$ cat config.mk
export PLATFORM = sky130hd
export DESIGN_NAME = xml_token_lexer_flat
export DESIGN_NICKNAME = d
export VERILOG_FILES = /design/src/xtl_pkg.sv /design/src/xtl_in_if.sv /design/src/xtl_out_if.sv /design/src/xtl_in_stage.sv /design/src/xtl_scanner.sv /design/src/xtl_result_queue.sv /design/src/xml_token_lexer.sv /design/src/flat_wrapper.sv
export SDC_FILE = /design/constraint.sdc
export NUM_CORES = 2
export LEC_CHECK = 0
export CAP_MARGIN = 10
export CORE_ASPECT_RATIO = 1.5
export CORE_MARGIN = 3
export CORE_UTILIZATION = 55
export DETAILED_ROUTE_END_ITERATION = 6
export DONT_BUFFER_PORTS = 1
export GPL_TIMING_DRIVEN = 0
export HOLD_SLACK_MARGIN = 0.08
export PLACE_DENSITY = 0.73
export SYNTH_ARGS = -nofsm -noshare
export SYNTH_HDL_FRONTEND = slang
export SYNTH_SLANG_ARGS = --single-unit
$ cat constraint.sdc
create_clock -name clk -period 14.8 [get_ports clk]
set_clock_uncertainty 0.1 [all_clocks]
set_input_delay 0.74 -clock clk [delete_from_list [all_inputs] [get_ports clk]]
set_output_delay 0.74 -clock clk [all_outputs]
set_load 0.05 [all_outputs]
$ cat src/xtl_pkg.sv
`timescale 1ns / 1ps
// ----------------------------------------------------------------------------
// xtl_pkg: shared types for the XML token lexer
// Token and error codes, scan modes, the result beat and the push bundle
// that moves the results of one text byte into the result queue.
// ----------------------------------------------------------------------------
package xtl_pkg;

  // Width of every position-like result field
  localparam int FIELD_W = 24;
  // Most results one text byte can cause
  localparam int MAX_RES = 3;
  localparam int RES_CNT_W = $clog2(MAX_RES + 1);

  typedef enum logic [3:0] {
    TK_LT     = 4'd0,
    TK_GT     = 4'd1,
    TK_BANG   = 4'd2,
    TK_QUEST  = 4'd3,
    TK_DASH   = 4'd4,
    TK_SLASH  = 4'd5,
    TK_EQ     = 4'd6,
    TK_IDENT  = 4'd7,
    TK_STRING = 4'd8,
    TK_NUMBER = 4'd9,
    TK_ERROR  = 4'd10,
    TK_END    = 4'd11
  } token_kind_t;

  typedef enum logic [1:0] {
    ERR_NONE         = 2'd0,
    ERR_UNEXPECTED   = 2'd1,
    ERR_UNTERMINATED = 2'd2
  } err_kind_t;

  typedef enum logic [3:0] {
    M_IDLE  = 4'd0,
    M_IDENT = 4'd1,
    M_ZERO  = 4'd2,
    M_DEC   = 4'd3,
    M_HEX   = 4'd4,
    M_DOT   = 4'd5,
    M_FRAC  = 4'd6,
    M_STR   = 4'd7,
    M_ESC   = 4'd8
  } mode_t;

  typedef struct packed {
    token_kind_t          token_kind;
    err_kind_t            error_kind;
    logic [FIELD_W-1:0]   start_offset;
    logic [FIELD_W-1:0]   token_length;
    logic [FIELD_W-1:0]   line_number;
    logic [FIELD_W-1:0]   column_number;
    logic                 last;
  } result_t;

  typedef struct packed {
    logic                          valid;
    logic [RES_CNT_W-1:0]          cnt;
    result_t [MAX_RES-1:0]         items;
  } push_t;

endpackage

$ cat src/xtl_in_if.sv
`timescale 1ns / 1ps
// ----------------------------------------------------------------------------
// xtl_in_if: text byte channel
// One text byte per beat; a zero byte ends the text.
// ----------------------------------------------------------------------------
interface xtl_in_if ();
  logic       valid;
  logic       ready;
  logic [7:0] text_byte;

  modport source (output valid, output text_byte, input ready);
  modport sink (input valid, input text_byte, output ready);
endinterface

$ cat src/xtl_out_if.sv
`timescale 1ns / 1ps
// ----------------------------------------------------------------------------
// xtl_out_if: token channel
// One token per beat with kind, error code, offset, length and position.
// ----------------------------------------------------------------------------
interface xtl_out_if import xtl_pkg::*; ();
  logic               valid;
  logic               ready;
  logic [3:0]         token_kind;
  logic [1:0]         error_kind;
  logic [FIELD_W-1:0] start_offset;
  logic [FIELD_W-1:0] token_length;
  logic [FIELD_W-1:0] line_number;
  logic [FIELD_W-1:0] column_number;
  logic               last;

  modport source (output valid, output token_kind, output error_kind,
                  output start_offset, output token_length, output line_number,
                  output column_number, output last, input ready);
  modport sink (input valid, input token_kind, input error_kind,
                input start_offset, input token_length, input line_number,
                input column_number, input last, output ready);
endinterface

$ cat src/xtl_in_stage.sv
`timescale 1ns / 1ps
// ----------------------------------------------------------------------------
// xtl_in_stage: input byte register
// Holds one accepted text byte until the scanner consumes it; refills in
// the same cycle the held byte is taken.
// ----------------------------------------------------------------------------
module xtl_in_stage (
  input  logic        clk,
  input  logic        rst_n,
  xtl_in_if.sink      in_if,
  input  logic        take,
  output logic        byte_valid,
  output logic [7:0]  byte_data
);

  logic       valid_r;
  logic [7:0] byte_r;

  assign in_if.ready = !valid_r || take;
  assign byte_valid  = valid_r;
  assign byte_data   = byte_r;

  // Track occupancy
  always_ff @(posedge clk) begin
    if (!rst_n) begin
      valid_r <= 1'b0;
    end else if (in_if.valid && in_if.ready) begin
      valid_r <= 1'b1;
    end else if (take) begin
      valid_r <= 1'b0;
    end
  end

  // Capture the beat
  always_ff @(posedge clk) begin
    if (in_if.valid && in_if.ready) begin
      byte_r <= in_if.text_byte;
    end
  end

endmodule

$ cat src/xtl_scanner.sv
`timescale 1ns / 1ps
// ----------------------------------------------------------------------------
// xtl_scanner: lexer state machine
// Classifies one text byte per cycle against the scan mode while the result
// queue has room, updates position counters and produces up to three tokens.
// ----------------------------------------------------------------------------
module xtl_scanner import xtl_pkg::*; #(
  parameter int PW = 24
) (
  input  logic        clk,
  input  logic        rst_n,
  input  logic        byte_valid,
  input  logic [7:0]  byte_data,
  input  logic [2:0]  free_slots,
  output logic        take,
  output push_t       push
);

  localparam logic [7:0] CH_NUL   = 8'h00;
  localparam logic [7:0] CH_TAB   = 8'h09;
  localparam logic [7:0] CH_LF    = 8'h0A;
  localparam logic [7:0] CH_CR    = 8'h0D;
  localparam logic [7:0] CH_SP    = 8'h20;
  localparam logic [7:0] CH_QUOTE = 8'h22;
  localparam logic [7:0] CH_BSL   = 8'h5C;
  localparam logic [7:0] CH_DOT   = 8'h2E;
  localparam logic [7:0] CH_ZERO  = 8'h30;
  localparam logic [7:0] CH_LX    = 8'h78;
  localparam logic [7:0] CH_UX    = 8'h58;
  localparam logic [7:0] CH_LT    = 8'h3C;
  localparam logic [7:0] CH_GT    = 8'h3E;
  localparam logic [7:0] CH_BANG  = 8'h21;
  localparam logic [7:0] CH_QUEST = 8'h3F;
  localparam logic [7:0] CH_DASH  = 8'h2D;
  localparam logic [7:0] CH_SLASH = 8'h2F;
  localparam logic [7:0] CH_EQ    = 8'h3D;
  localparam logic [7:0] CH_HIGH  = 8'h80;

  function automatic logic is_digit(input logic [7:0] c);
    return c >= 8'h30 && c <= 8'h39;
  endfunction

  function automatic logic is_hex(input logic [7:0] c);
    return is_digit(c) || (c >= 8'h41 && c <= 8'h46) || (c >= 8'h61 && c <= 8'h66);
  endfunction

  function automatic logic ident_start(input logic [7:0] c);
    return (c >= 8'h41 && c <= 8'h5A) || (c >= 8'h61 && c <= 8'h7A) ||
           c == 8'h3A || c == 8'h5F || c >= CH_HIGH;
  endfunction

  function automatic logic ident_body(input logic [7:0] c);
    return ident_start(c) || c == CH_DASH || c == CH_DOT || is_digit(c);
  endfunction

  function automatic logic [PW-1:0] sat_inc(input logic [PW-1:0] v);
    return (v == '1) ? v : v + 1'b1;
  endfunction

  function automatic logic [PW-1:0] sub0(input logic [PW-1:0] a, input logic [PW-1:0] b);
    return (a >= b) ? a - b : '0;
  endfunction

  function automatic result_t mk(input token_kind_t k, input err_kind_t e,
                                 input logic [PW-1:0] s, input logic [PW-1:0] l,
                                 input logic [PW-1:0] ln, input logic [PW-1:0] c);
    result_t r;
    r.token_kind    = k;
    r.error_kind    = e;
    r.start_offset  = FIELD_W'(s);
    r.token_length  = FIELD_W'(l);
    r.line_number   = FIELD_W'(ln);
    r.column_number = FIELD_W'(c);
    r.last          = 1'b0;
    return r;
  endfunction

  mode_t           mode_r, mode_nxt;
  logic [PW-1:0]   pos_r, pos_nxt;
  logic [PW-1:0]   line_r, line_nxt;
  logic [PW-1:0]   lstart_r, lstart_nxt;
  logic [PW-1:0]   tstart_r, tstart_nxt;
  logic [PW-1:0]   tline_r, tline_nxt;
  logic [PW-1:0]   tcol_r, tcol_nxt;
  logic [PW-1:0]   dot_r, dot_nxt;

  logic [PW-1:0]   col_p, col_dot, len_p, len_str;
  logic            again;
  logic [1:0]      pre_n;
  logic            post_v;
  result_t         pre0, pre1, post;
  token_kind_t     punct_kind;
  logic [RES_CNT_W-1:0] n_res;
  result_t [MAX_RES-1:0] items;

  // Columns and open-token lengths
  assign col_p   = sat_inc(sub0(pos_r, lstart_r));
  assign col_dot = sat_inc(sub0(dot_r, lstart_r));
  assign len_p   = sub0(pos_r, tstart_r);
  assign len_str = (pos_r > tstart_r) ? pos_r - tstart_r - 1'b1 : '0;

  // Map a single-byte punctuator
  always_comb begin
    unique case (byte_data)
      CH_LT:    punct_kind = TK_LT;
      CH_GT:    punct_kind = TK_GT;
      CH_BANG:  punct_kind = TK_BANG;
      CH_QUEST: punct_kind = TK_QUEST;
      CH_DASH:  punct_kind = TK_DASH;
      CH_SLASH: punct_kind = TK_SLASH;
      CH_EQ:    punct_kind = TK_EQ;
      default:  punct_kind = TK_ERROR;
    endcase
  end

  // Next state and tokens for the held byte
  always_comb begin
    mode_nxt   = mode_r;
    pos_nxt    = pos_r;
    line_nxt   = line_r;
    lstart_nxt = lstart_r;
    tstart_nxt = tstart_r;
    tline_nxt  = tline_r;
    tcol_nxt   = tcol_r;
    dot_nxt    = dot_r;
    again      = 1'b0;
    pre_n      = 2'd0;
    post_v     = 1'b0;
    pre0       = '0;
    pre1       = '0;
    post       = '0;

    unique case (mode_r)
      M_IDENT: begin
        if (!ident_body(byte_data)) begin
          pre0  = mk(TK_IDENT, ERR_NONE, tstart_r, len_p, tline_r, tcol_r);
          pre_n = 2'd1;
          again = 1'b1;
        end
      end
      M_ZERO, M_DEC: begin
        if (mode_r == M_ZERO && (byte_data == CH_LX || byte_data == CH_UX)) begin
          mode_nxt = M_HEX;
        end else if (is_digit(byte_data)) begin
          mode_nxt = M_DEC;
        end else if (byte_data == CH_DOT) begin
          dot_nxt  = pos_r;
          mode_nxt = M_DOT;
        end else begin
          pre0  = mk(TK_NUMBER, ERR_NONE, tstart_r, len_p, tline_r, tcol_r);
          pre_n = 2'd1;
          again = 1'b1;
        end
      end
      M_HEX, M_FRAC: begin
        if (!((mode_r == M_HEX) ? is_hex(byte_data) : is_digit(byte_data))) begin
          pre0  = mk(TK_NUMBER, ERR_NONE, tstart_r, len_p, tline_r, tcol_r);
          pre_n = 2'd1;
          again = 1'b1;
        end
      end
      M_DOT: begin
        if (is_digit(byte_data)) begin
          mode_nxt = M_FRAC;
        end else begin
          // Number ends before the held dot; the dot itself is an error
          pre0  = mk(TK_NUMBER, ERR_NONE, tstart_r, sub0(dot_r, tstart_r),
                     tline_r, tcol_r);
          pre1  = mk(TK_ERROR, ERR_UNEXPECTED, dot_r, PW'(1), line_r, col_dot);
          pre_n = 2'd2;
          again = 1'b1;
        end
      end
      M_STR, M_ESC: begin
        if (byte_data == CH_NUL) begin
          pre0  = mk(TK_ERROR, ERR_UNTERMINATED, tstart_r, len_p, tline_r, tcol_r);
          pre_n = 2'd1;
          again = 1'b1;
        end else if (mode_r == M_STR && byte_data == CH_QUOTE) begin
          pre0     = mk(TK_STRING, ERR_NONE, sat_inc(tstart_r), len_str, tline_r, tcol_r);
          pre_n    = 2'd1;
          mode_nxt = M_IDLE;
        end else begin
          if (byte_data == CH_LF) begin
            line_nxt   = sat_inc(line_r);
            lstart_nxt = sat_inc(pos_r);
          end
          mode_nxt = (mode_r == M_STR && byte_data == CH_BSL) ? M_ESC : M_STR;
        end
      end
      M_IDLE: again = 1'b1;
      default: again = 1'b1;
    endcase

    // Scan the byte afresh
    if (again) begin
      mode_nxt = M_IDLE;
      if (byte_data == CH_NUL) begin
        post   = mk(TK_END, ERR_NONE, pos_r, '0, line_r, col_p);
        post_v = 1'b1;
      end else if (byte_data == CH_SP || byte_data == CH_TAB || byte_data == CH_CR) begin
        mode_nxt = M_IDLE;
      end else if (byte_data == CH_LF) begin
        line_nxt   = sat_inc(line_r);
        lstart_nxt = sat_inc(pos_r);
      end else if (is_digit(byte_data) || ident_start(byte_data) ||
                   byte_data == CH_QUOTE) begin
        tstart_nxt = pos_r;
        tline_nxt  = line_r;
        tcol_nxt   = col_p;
        if (is_digit(byte_data)) begin
          mode_nxt = (byte_data == CH_ZERO) ? M_ZERO : M_DEC;
        end else if (byte_data == CH_QUOTE) begin
          mode_nxt = M_STR;
        end else begin
          mode_nxt = M_IDENT;
        end
      end else begin
        post   = mk(punct_kind, (punct_kind == TK_ERROR) ? ERR_UNEXPECTED : ERR_NONE,
                    pos_r, PW'(1), line_r, col_p);
        post_v = 1'b1;
      end
    end

    // Advance position, or restart counting on the end byte
    if (byte_data == CH_NUL) begin
      mode_nxt   = M_IDLE;
      pos_nxt    = '0;
      line_nxt   = PW'(1);
      lstart_nxt = '0;
    end else begin
      pos_nxt = sat_inc(pos_r);
    end
  end

  // Pack results in order and mark the final one
  always_comb begin
    n_res    = RES_CNT_W'(pre_n) + RES_CNT_W'(post_v);
    items[0] = (pre_n == 2'd0) ? post : pre0;
    items[1] = (pre_n == 2'd1) ? post : pre1;
    items[2] = post;
    if (n_res != '0) begin
      items[n_res - 1'b1].last = 1'b1;
    end
  end

  assign take       = byte_valid && (free_slots >= 3'(n_res));
  assign push.valid = take && (n_res != '0);
  assign push.cnt   = n_res;
  assign push.items = items;

  // State register
  always_ff @(posedge clk) begin
    if (!rst_n) begin
      mode_r   <= M_IDLE;
      pos_r    <= '0;
      line_r   <= PW'(1);
      lstart_r <= '0;
      tstart_r <= '0;
      tline_r  <= PW'(1);
      tcol_r   <= PW'(1);
      dot_r    <= '0;
    end else if (take) begin
      mode_r   <= mode_nxt;
      pos_r    <= pos_nxt;
      line_r   <= line_nxt;
      lstart_r <= lstart_nxt;
      tstart_r <= tstart_nxt;
      tline_r  <= tline_nxt;
      tcol_r   <= tcol_nxt;
      dot_r    <= dot_nxt;
    end
  end

  a_line_nonzero: assert property (@(posedge clk) disable iff (!rst_n)
    line_r != '0 && tline_r != '0)
    else $error("line counter reached zero");

  a_col_nonzero: assert property (@(posedge clk) disable iff (!rst_n)
    tcol_r != '0)
    else $error("token column reached zero");

  a_end_restart: assert property (@(posedge clk) disable iff (!rst_n)
    (take && byte_data == CH_NUL) |=> (mode_r == M_IDLE && pos_r == '0 && line_r == PW'(1)))
    else $error("end byte did not restart position counting");

endmodule

$ cat src/xtl_result_queue.sv
`timescale 1ns / 1ps
// ----------------------------------------------------------------------------
// xtl_result_queue: token output queue
// Four-entry shift queue that takes up to three tokens per cycle and
// presents its head register as the output beat.
// ----------------------------------------------------------------------------
module xtl_result_queue import xtl_pkg::*; (
  input  logic        clk,
  input  logic        rst_n,
  input  push_t       push,
  output logic [2:0]  free_slots,
  xtl_out_if.source   out_if
);

  localparam int DEPTH = 4;
  localparam int CNT_W = $clog2(DEPTH + 1);

  result_t [DEPTH-1:0] q_r, q_nxt;
  logic [CNT_W-1:0]    cnt_r, cnt_nxt;
  logic                pop;
  logic [CNT_W-1:0]    base;
  logic [CNT_W-1:0]    rel [DEPTH];

  assign pop        = (cnt_r != '0) && out_if.ready;
  assign base       = cnt_r - CNT_W'(pop);
  assign free_slots = 3'(CNT_W'(DEPTH) - base);

  // Shift out the head, then append the new tokens
  always_comb begin
    for (int i = 0; i < DEPTH; i++) begin
      rel[i] = CNT_W'(i) - base;
      if (pop && i < DEPTH - 1) begin
        q_nxt[i] = q_r[i + 1];
      end else begin
        q_nxt[i] = q_r[i];
      end
      if (push.valid && CNT_W'(i) >= base && rel[i] < CNT_W'(push.cnt)) begin
        q_nxt[i] = push.items[rel[i][RES_CNT_W-1:0]];
      end
    end
    cnt_nxt = base + (push.valid ? CNT_W'(push.cnt) : '0);
  end

  always_ff @(posedge clk) begin
    if (!rst_n) begin
      cnt_r <= '0;
    end else begin
      cnt_r <= cnt_nxt;
    end
  end

  always_ff @(posedge clk) begin
    q_r <= q_nxt;
  end

  // Drive the output beat from the head entry
  assign out_if.valid         = cnt_r != '0;
  assign out_if.token_kind    = q_r[0].token_kind;
  assign out_if.error_kind    = q_r[0].error_kind;
  assign out_if.start_offset  = q_r[0].start_offset;
  assign out_if.token_length  = q_r[0].token_length;
  assign out_if.line_number   = q_r[0].line_number;
  assign out_if.column_number = q_r[0].column_number;
  assign out_if.last          = q_r[0].last;

  a_cnt_bound: assert property (@(posedge clk) disable iff (!rst_n)
    cnt_r <= CNT_W'(DEPTH))
    else $error("queue count beyond depth");

  a_no_overflow: assert property (@(posedge clk) disable iff (!rst_n)
    push.valid |-> (4'(cnt_r) - 4'(pop) + 4'(push.cnt)) <= 4'(DEPTH))
    else $error("push overflows queue");

  a_push_last: assert property (@(posedge clk) disable iff (!rst_n)
    push.valid |-> (push.cnt != '0 && push.items[push.cnt - 1'b1].last))
    else $error("push without final-token mark");

endmodule

$ cat src/xml_token_lexer.sv
`timescale 1ns / 1ps
// ----------------------------------------------------------------------------
// xml_token_lexer: streaming XML token lexer
// Byte-in, token-out lexer: input register, scanner and output queue.
// Path: a byte's tokens enter the output queue when the scanner takes it.
// Throughput: one byte per cycle while out_if is ready and each byte gives
//   at most one token; a byte that closes a token and starts another output,
//   or a failed held dot (up to three tokens), is bounded by the
//   one-token-per-cycle output queue.
// Reset: synchronous active-low rst_n clears the queue, the input register
//   and the scan state (position 0, line 1, column 1); no clearing pass.
// ----------------------------------------------------------------------------
module xml_token_lexer import xtl_pkg::*; #(
  parameter int POSITION_BITS = 24
) (
  input  logic       clk,
  input  logic       rst_n,
  xtl_in_if.sink     in_if,
  xtl_out_if.source  out_if
);

  logic       byte_valid;
  logic [7:0] byte_data;
  logic       take;
  logic [2:0] free_slots;
  push_t      push;

  // Hold the incoming byte
  xtl_in_stage u_in_stage (
    .clk        (clk),
    .rst_n      (rst_n),
    .in_if      (in_if),
    .take       (take),
    .byte_valid (byte_valid),
    .byte_data  (byte_data)
  );

  // Scan it
  xtl_scanner #(
    .PW (POSITION_BITS)
  ) u_scanner (
    .clk        (clk),
    .rst_n      (rst_n),
    .byte_valid (byte_valid),
    .byte_data  (byte_data),
    .free_slots (free_slots),
    .take       (take),
    .push       (push)
  );

  // Queue and present tokens
  xtl_result_queue u_queue (
    .clk        (clk),
    .rst_n      (rst_n),
    .push       (push),
    .free_slots (free_slots),
    .out_if     (out_if)
  );

endmodule

$ cat src/flat_wrapper.sv
// flat-port wrapper written by rule: the top's interface ports become plain ports
module xml_token_lexer_flat import xtl_pkg::*;
#(
  parameter int POSITION_BITS = 24
)
  (clk, rst_n, in_if_valid, in_if_text_byte, in_if_ready, out_if_valid, out_if_token_kind, out_if_error_kind, out_if_start_offset, out_if_token_length, out_if_line_number, out_if_column_number, out_if_last, out_if_ready);
  xtl_in_if in_if_i ();
  xtl_out_if out_if_i ();
  input  logic clk;
  input  logic rst_n;
  input wire logic [$bits(in_if_i.valid)-1:0] in_if_valid;
  input wire logic [$bits(in_if_i.text_byte)-1:0] in_if_text_byte;
  output wire logic [$bits(in_if_i.ready)-1:0] in_if_ready;
  output wire logic [$bits(out_if_i.valid)-1:0] out_if_valid;
  output wire logic [$bits(out_if_i.token_kind)-1:0] out_if_token_kind;
  output wire logic [$bits(out_if_i.error_kind)-1:0] out_if_error_kind;
  output wire logic [$bits(out_if_i.start_offset)-1:0] out_if_start_offset;
  output wire logic [$bits(out_if_i.token_length)-1:0] out_if_token_length;
  output wire logic [$bits(out_if_i.line_number)-1:0] out_if_line_number;
  output wire logic [$bits(out_if_i.column_number)-1:0] out_if_column_number;
  output wire logic [$bits(out_if_i.last)-1:0] out_if_last;
  input wire logic [$bits(out_if_i.ready)-1:0] out_if_ready;
  assign in_if_i.valid = in_if_valid;
  assign in_if_i.text_byte = in_if_text_byte;
  assign in_if_ready = in_if_i.ready;
  assign out_if_valid = out_if_i.valid;
  assign out_if_token_kind = out_if_i.token_kind;
  assign out_if_error_kind = out_if_i.error_kind;
  assign out_if_start_offset = out_if_i.start_offset;
  assign out_if_token_length = out_if_i.token_length;
  assign out_if_line_number = out_if_i.line_number;
  assign out_if_column_number = out_if_i.column_number;
  assign out_if_last = out_if_i.last;
  assign out_if_i.ready = out_if_ready;
  xml_token_lexer #(.POSITION_BITS(POSITION_BITS)) u_core (.clk(clk), .rst_n(rst_n), .in_if(in_if_i), .out_if(out_if_i));
endmodule
## Word-level counts from Yosys, hierarchy flattened

Index checks and enable logic that the tools add are counted.

| operators by class | value |
|---|---|
| equality and inequality tests | 36 |
| add/subtract/negate cells | 19 |
| bitwise logic cells | 5 |
| muxes and demuxes | 104 |
| reduce and logical (&&, ||, !) cells | 52 |
| order comparisons | 29 |

Operators with widths:

| kind | count |
|---|---|
| two-way mux 103 bit | 26 |
| binary-select mux 103 bit (select 2 bit) | 4 |
| two-way mux 24 bit | 25 |
| one-hot mux 103 bit (5 select lines) | 1 |
| bitwise mux 309 bit | 1 |
| two-way mux 309 bit | 1 |
| demux 103 bit (select 2 bit) | 1 |
| adder 24 x 1 -> 24 bit, second input constant | 5 |
| == test 24 bit, second input constant | 5 |
| two-way mux 102 bit | 1 |
| == test 8 x 6 -> 1 bit, second input constant | 12 |
| greater-or-equal comparator 24 bit | 4 |
| subtractor 24 bit | 4 |
| == test 8 x 7 -> 1 bit, second input constant | 4 |
| <= comparator 8 x 7 -> 1 bit, second input constant | 4 |
| two-way mux 4 bit | 8 |
| one-hot mux 4 bit (7 select lines) | 1 |
| two-way mux 1 bit | 25 |
| == test 8 x 4 -> 1 bit, second input constant | 3 |
| > comparator 24 bit | 1 |
| subtractor 24 x 1 -> 24 bit, second input constant | 1 |
| logical AND 1 bit | 21 |
| == test 4 x 3 -> 1 bit, second input constant | 4 |
| greater-or-equal comparator 8 x 7 -> 1 bit, second input constant | 2 |
| other kinds (39) | 81 |

| word-level totals | value |
|---|---|
| output and inout port bits | 105 |
| register bits | 596 |
| word-level logic and storage cells | 284 |
| bits of input ports | 12 |

## Depth between registers and ports, before layout

| depth | value |
|---|---|
| depth after elaboration | 24 |
| gate-level depth with buffers | 27 |

## Modules after synthesis

A second synthesis with hierarchy kept.

| unflattened totals | value |
|---|---|
| cell total of the unflattened synthesis | 5,067 |
| area total of the unflattened synthesis | 44,259.9 um^2 |

Modules (own cells, without submodules):

| module | cells an instance | times used | area each (um^2) | sequential area each (um^2) |
|---|---|---|---|---|
| xtl_result_queue | 2,407 | 1 | 25,238.0 | 12,431.9 |
| xtl_scanner | 2,647 | 1 | 18,724.2 | 3,443.3 |
| xtl_in_stage | 13 | 1 | 297.8 | 260.2 |

## Worst setup path after synthesis

No wires, ideal clock.

| timing path | value |
|---|---|
| path type | register to register |
| from | register u_core.u_queue.cnt_r[0] |
| to | register u_core.u_queue.q_r[309] (netlist bit) (enable) |
| arrival time | 14.453 ns |
| setup time | 0.817 ns |
| path slack | -0.570 ns |
| cell stages (with the launch flop) | 21 |
| path buffers | 5 |
| required time | 13.883 ns |
| path through | dfxtp_1 -> or3_1 -> nand2_1 -> inv_1 -> ha_1 -> ha_1 -> inv_1 -> clkbuf_1 -> clkbuf_1 -> buf_1 -> ha_1 -> clkinv_1 -> clkbuf_1 -> clkbuf_1 -> ha_1 -> o21ai_0 -> and3b_1 -> nand2b_1 -> nor2_1 -> nor2_1 -> nor4_1 |

| on the way | value |
|---|---|
| cells in the longest elaborated chain, start to end | 9 |
| elaborated cells on any way between the ends | 12 |
| classes of those cells | add/sub (3); order compare (3); reduce/logical (6) |

RTL lines:

| item | line | text |
|---|---|---|
| start: declaration | xtl_result_queue.sv:19 | `logic [CNT_W-1:0] cnt_r, cnt_nxt;` |
| start signal: assignment | xtl_result_queue.sv:48 | `cnt_r <= cnt_nxt;` |
| nonzero test 3 bit (*) | -- |  |
| via out_if_valid | flat_wrapper.sv:14 | `output wire logic [$bits(out_if_i.valid)-1:0] out_if_valid;` |
| logical AND 1 bit (*) | xtl_result_queue.sv:24 | `assign pop = (cnt_r != '0) && out_if.ready;` |
| subtractor 3 x 1 -> 3 bit (*) | xtl_result_queue.sv:25 | `assign base = cnt_r - CNT_W'(pop);` |
| subtractor 3 bit | xtl_result_queue.sv:26 | `assign free_slots = 3'(CNT_W'(DEPTH) - base);` |
| greater-or-equal comparator 3 x 2 -> 1 bit | xtl_scanner.sv:247 | `assign take = byte_valid && (free_slots >= 3'(n_res));` |
| logical AND 1 bit | xtl_scanner.sv:247 |  |
| logical AND 1 bit | xtl_scanner.sv:248 | `assign push.valid = take && (n_res != '0);` |
| logical AND 1 bit | xtl_result_queue.sv:37 | `if (push.valid && CNT_W'(i) >= base && rel[i] < CNT_W'(push.cnt)) begin` |
| logical AND 1 bit (*) | xtl_result_queue.sv:37 |  |
| end signal: assignment | xtl_result_queue.sv:53 | `q_r <= q_nxt;` |
| end: declaration | xtl_result_queue.sv:18 | `result_t [DEPTH-1:0] q_r, q_nxt;` |

Mark *: on every way through the listed nets, which the timed path passes. The rest lies on a longest branch.
A chain may end at the register's enable or synchronous reset.

## Worst setup path after layout

| timing path | value |
|---|---|
| from | register u_core.u_queue.cnt_r[0] |
| to | register u_core.u_queue.q_r[268] (netlist bit) (enable) |

| on the way | value |
|---|---|
| cells in the longest elaborated chain, start to end | 10 |
| elaborated cells on any way between the ends | 13 |
| classes of those cells | add/sub (3); order compare (3); reduce/logical (7) |

RTL lines:

| item | line |
|---|---|
| nonzero test 3 bit (*) | -- |
| via out_if_valid | flat_wrapper.sv:14 |
| logical AND 1 bit (*) | xtl_result_queue.sv:24 |
| subtractor 3 x 1 -> 3 bit | xtl_result_queue.sv:25 |
| subtractor 3 bit | xtl_result_queue.sv:26 |
| greater-or-equal comparator 3 x 2 -> 1 bit | xtl_scanner.sv:247 |
| logical AND 1 bit | xtl_scanner.sv:247 |
| logical AND 1 bit | xtl_scanner.sv:248 |
| logical AND 1 bit (2 in series) | xtl_result_queue.sv:37 |
| nonzero test 2 bit (no line) (*) | -- |

Marked as above.

==> results.ini <==
[job]
maxCapViolCount=0

[grt]
grt_pass1_vias=37080
grtUsageTotal=0.4834
grt_pass1_wl_mm=262.2
grt_start_max_net_pins=63
grt_remaining_overflow=0
grt_antenna_before_repair=10

[worst_setup_path]
crit_required_ns=15.07
worst_ep_arrival_time_ns=12.82
critPathKind=reg -> reg
critPathLaunchType=flop
r2r_setup_slack_ns=2.26
path_max_fanout=45
endpoint_kind=flop

[cells_and_area]
area_growth_pct=8.599
multiInputGateArea_um2=21250
register_area_um2=16140
layout.cells.non_filler=5613
fill_cells=6497
nets=4777
drive_gt1_frac=0.07358

[clocking]
cts_hold_buf=8
cts_sinks=596
cts.repair.resized=0
clk_pin_slew_ns=0.07
clk_latency_ns=0.70
h-tree-depth=2
cts_buffers=57
cts_buffer_depth=3
tritoncts=done
cts_root_buffer=clkbuf_16
post_cts_buffers=0

[floorplanning]
start_util=0.5564
num_rows=120
num_io_pins=117
die_w_um=225.6
fp.dieH_um=335.3
core_um2=71470
die_area_um2=75640

[logic_synthesis]
synth_top_cell_by_area=edfxtp_1
synth_commonest_cells=nand2_1, nor2_1, edfxtp_1, o21ai_0, clkbuf_1
synth-async-reset-ratio=0
syn_area_per_cell_um2=8.734
synth_seq_cells=596
synthTopCellsByArea=edfxtp_1, dfxtp_1, nand2_1
syn-num-nets=4688
syn_area_um2=39770
seq_area_frac_synth=0.4057
synth_top_area_share=0.3171
synth_edf_count=420
ys.flop_type=edfxtp_1
synth.most_common_cell=nand2_1
ys_types=116
synthCells=4553
ys.warnings.count=0

[detailed_routing]
wl_per_cell_um=33.39
final_antenna_net_count=0
drtIter0Drc=6342
drcViolationCount=19
drt-total-wl_mm=187.4
first_pass_iters=7
vias=39700
vias_per_cell=7.074

[sta]
fin_crit_ns=12.54
worstMarginPinSlew_ns=1.350
max_slew_margin=0.09637
finalCritPeriodShare=0.8474
slew_viol_final=0
hold_viol_final=0
fmax_mhz=79.74
rsz0062_at_grt=false
setup_viol=0
fin_setup_tns_ns=0

[placement]
hpwl_mm=145.0
dpl.cell_count=5489
finalWeightedCongestion=1.163
port_buffers=0

[pwr]
total_power_w=0.008953
peakVddDrop_v=0.0002521
cellLeakagePower_nw=15.60
power.density_nw_per_um2=207.3

[run_status]
status=complete, but fails checks
violations=design-rule violations

[worst_hold_path]
hold_path.class=in -> reg

[per-stage QoR]
step,hold slack [ns],setup slack [ns],utilization,area [um^2]
floorplan,0.3437,3.743,-,39770
global placement,0.3540,-3.684,0.5725,40920
detailed placement,0.3601,3.208,0.5771,41250
CTS,0.2315,3.109,0.6038,43150
global route,0.2349,2.454,0.6041,43180
finish,0.2299,2.259,0.6043,43190
[flip-flops by register name (all words and copies together), names as in the netlist, 2 cells and up]
signal,count
u_core.u_in_stage.byte_data,8
u_core.u_queue.cnt_r,3
u_core.u_queue.out_if.column_number,24
u_core.u_queue.out_if.error_kind,2
u_core.u_queue.out_if.line_number,24
u_core.u_queue.out_if.start_offset,24
u_core.u_queue.out_if.token_kind,4
u_core.u_queue.out_if.token_length,24
u_core.u_queue.q_r,309
u_core.u_scanner.dot_r,24
u_core.u_scanner.line_r,24
u_core.u_scanner.lstart_r,24
u_core.u_scanner.mode_r,4
u_core.u_scanner.pos_r,24
u_core.u_scanner.tcol_r,24
u_core.u_scanner.tline_r,24
u_core.u_scanner.tstart_r,24
[cell usage in the layout, fill, tap and decap left out, types with 25 or more instances in the layout]
cell type	Yosys	routed
a211oi_1	30	30
a21boi_0	90	90
a21o_1	57	57
a21oi_1	223	223
a221oi_1	69	69
a22o_1	55	55
a22oi_1	97	97
a2bb2oi_1	37	37
a31oi_1	26	26
and2_1	48	48
and3_1	33	33
buf_1	31	31
buf_2	31	34
buf_4	104	107
clkbuf_1	266	284
clkbuf_16	0	58
dfxtp_1	176	176
edfxtp_1	420	420
ha_1	118	118
inv_1	94	94
mux2_2	25	25
mux2i_1	57	57
nand2_1	652	649
nand3_1	100	100
nand4_1	53	53
nor2_1	423	423
nor2b_1	61	61
nor3_1	108	107
nor4_1	32	30
o211ai_1	62	62
o21a_1	62	62
o21ai_0	310	310
o21ai_1	26	26
o22ai_1	34	34
or3_1	25	25
xnor2_1	87	87
xor2_1	76	76
[per-layer routing]
layer	track usage	routed length, um	vias to the layer above
met2	0.7373	80450	3130
met5	0	13	-
met3	0.1312	21470	1114
li1	-	-	16920
met4	0.4973	25480	2
met1	0.5265	60000	18540
[report_power, final]
| part | internal [W] | switching, W | leakage [nW] | total (W) |
|---|---|---|---|---|
| clock network | 0.000799 | 0.000705 | 0.876 | 0.00150 |
| registers | 0.00234 | 0.000123 | 5.32 | 0.00246 |
| logic | 0.00111 | 0.00388 | 9.40 | 0.00499 |
| total | 0.00424 | 0.00471 | 15.6 | 0.00895 |
[final cells by class]
cell class | instances | share of cell area
clock buffer | 77 | 0.03526
tap | 915 | 0.02651
antenna | 9 | 0.0005215
buffer | 435 | 0.04801
clock inverter | 29 | 0.007040
timing repair buffer | 30 | 0.008575
inverter | 96 | 0.008344
multi-input combinational | 3426 | 0.4921
sequential | 596 | 0.3736
[critical path: stages (launching register included)]
cell      delay [ns]
dfxtp_1         0.32
or3_1           0.63
nand2_1         0.41
inv_1           0.09
ha_1            0.20
ha_1            0.36
inv_1           0.29
clkbuf_1        0.63
clkbuf_1        0.76
buf_1           0.81
ha_1            0.51
clkinv_1        0.23
clkbuf_1        0.80
clkbuf_1        0.58
ha_1            0.37
o21ai_0         0.07
and3b_1         0.35
nor2b_1         0.27
and2_1          0.27
nor2_1          0.54
or4_1           0.22
clkbuf_1        0.63
buf_2           0.42
buf_2           0.39
buf_1           0.96
nand2_4         0.55
buf_16          0.36
[worst paths after layout]
path / start / to / depth (start not counted)
setup / recovery: u_core.u_queue.cnt_r[0]$_SDFF_PN0_ / u_core.u_queue.q_r[268]$_DFFE_PP_ / 26
hold / removal: in_if_valid / u_core.u_in_stage.byte_valid$_SDFFE_PN0P_ / 2
setup reg to reg: u_core.u_queue.cnt_r[0]$_SDFF_PN0_ / u_core.u_queue.q_r[268]$_DFFE_PP_ / 26
hold reg to reg: u_core.u_scanner.tcol_r[6]$_SDFFE_PN0P_ / u_core.u_scanner.tcol_r[6]$_SDFFE_PN0P_ / 2
[kinds of logic (layout without fill, tap and decap cells)]
logic type	Yosys count	count (layout)	synth area share
compound gates	1406	1406	0.2439
xor+xnor	168	168	0.03794
fa+ha+maj	123	123	0.03964
buf+inv	531	667	0.06116
flops	596	596	0.4057
mux	83	83	0.02180
other cells	0	9	0
simple gates	1646	1646	0.1898
Power figures use the tool's default switching activity.
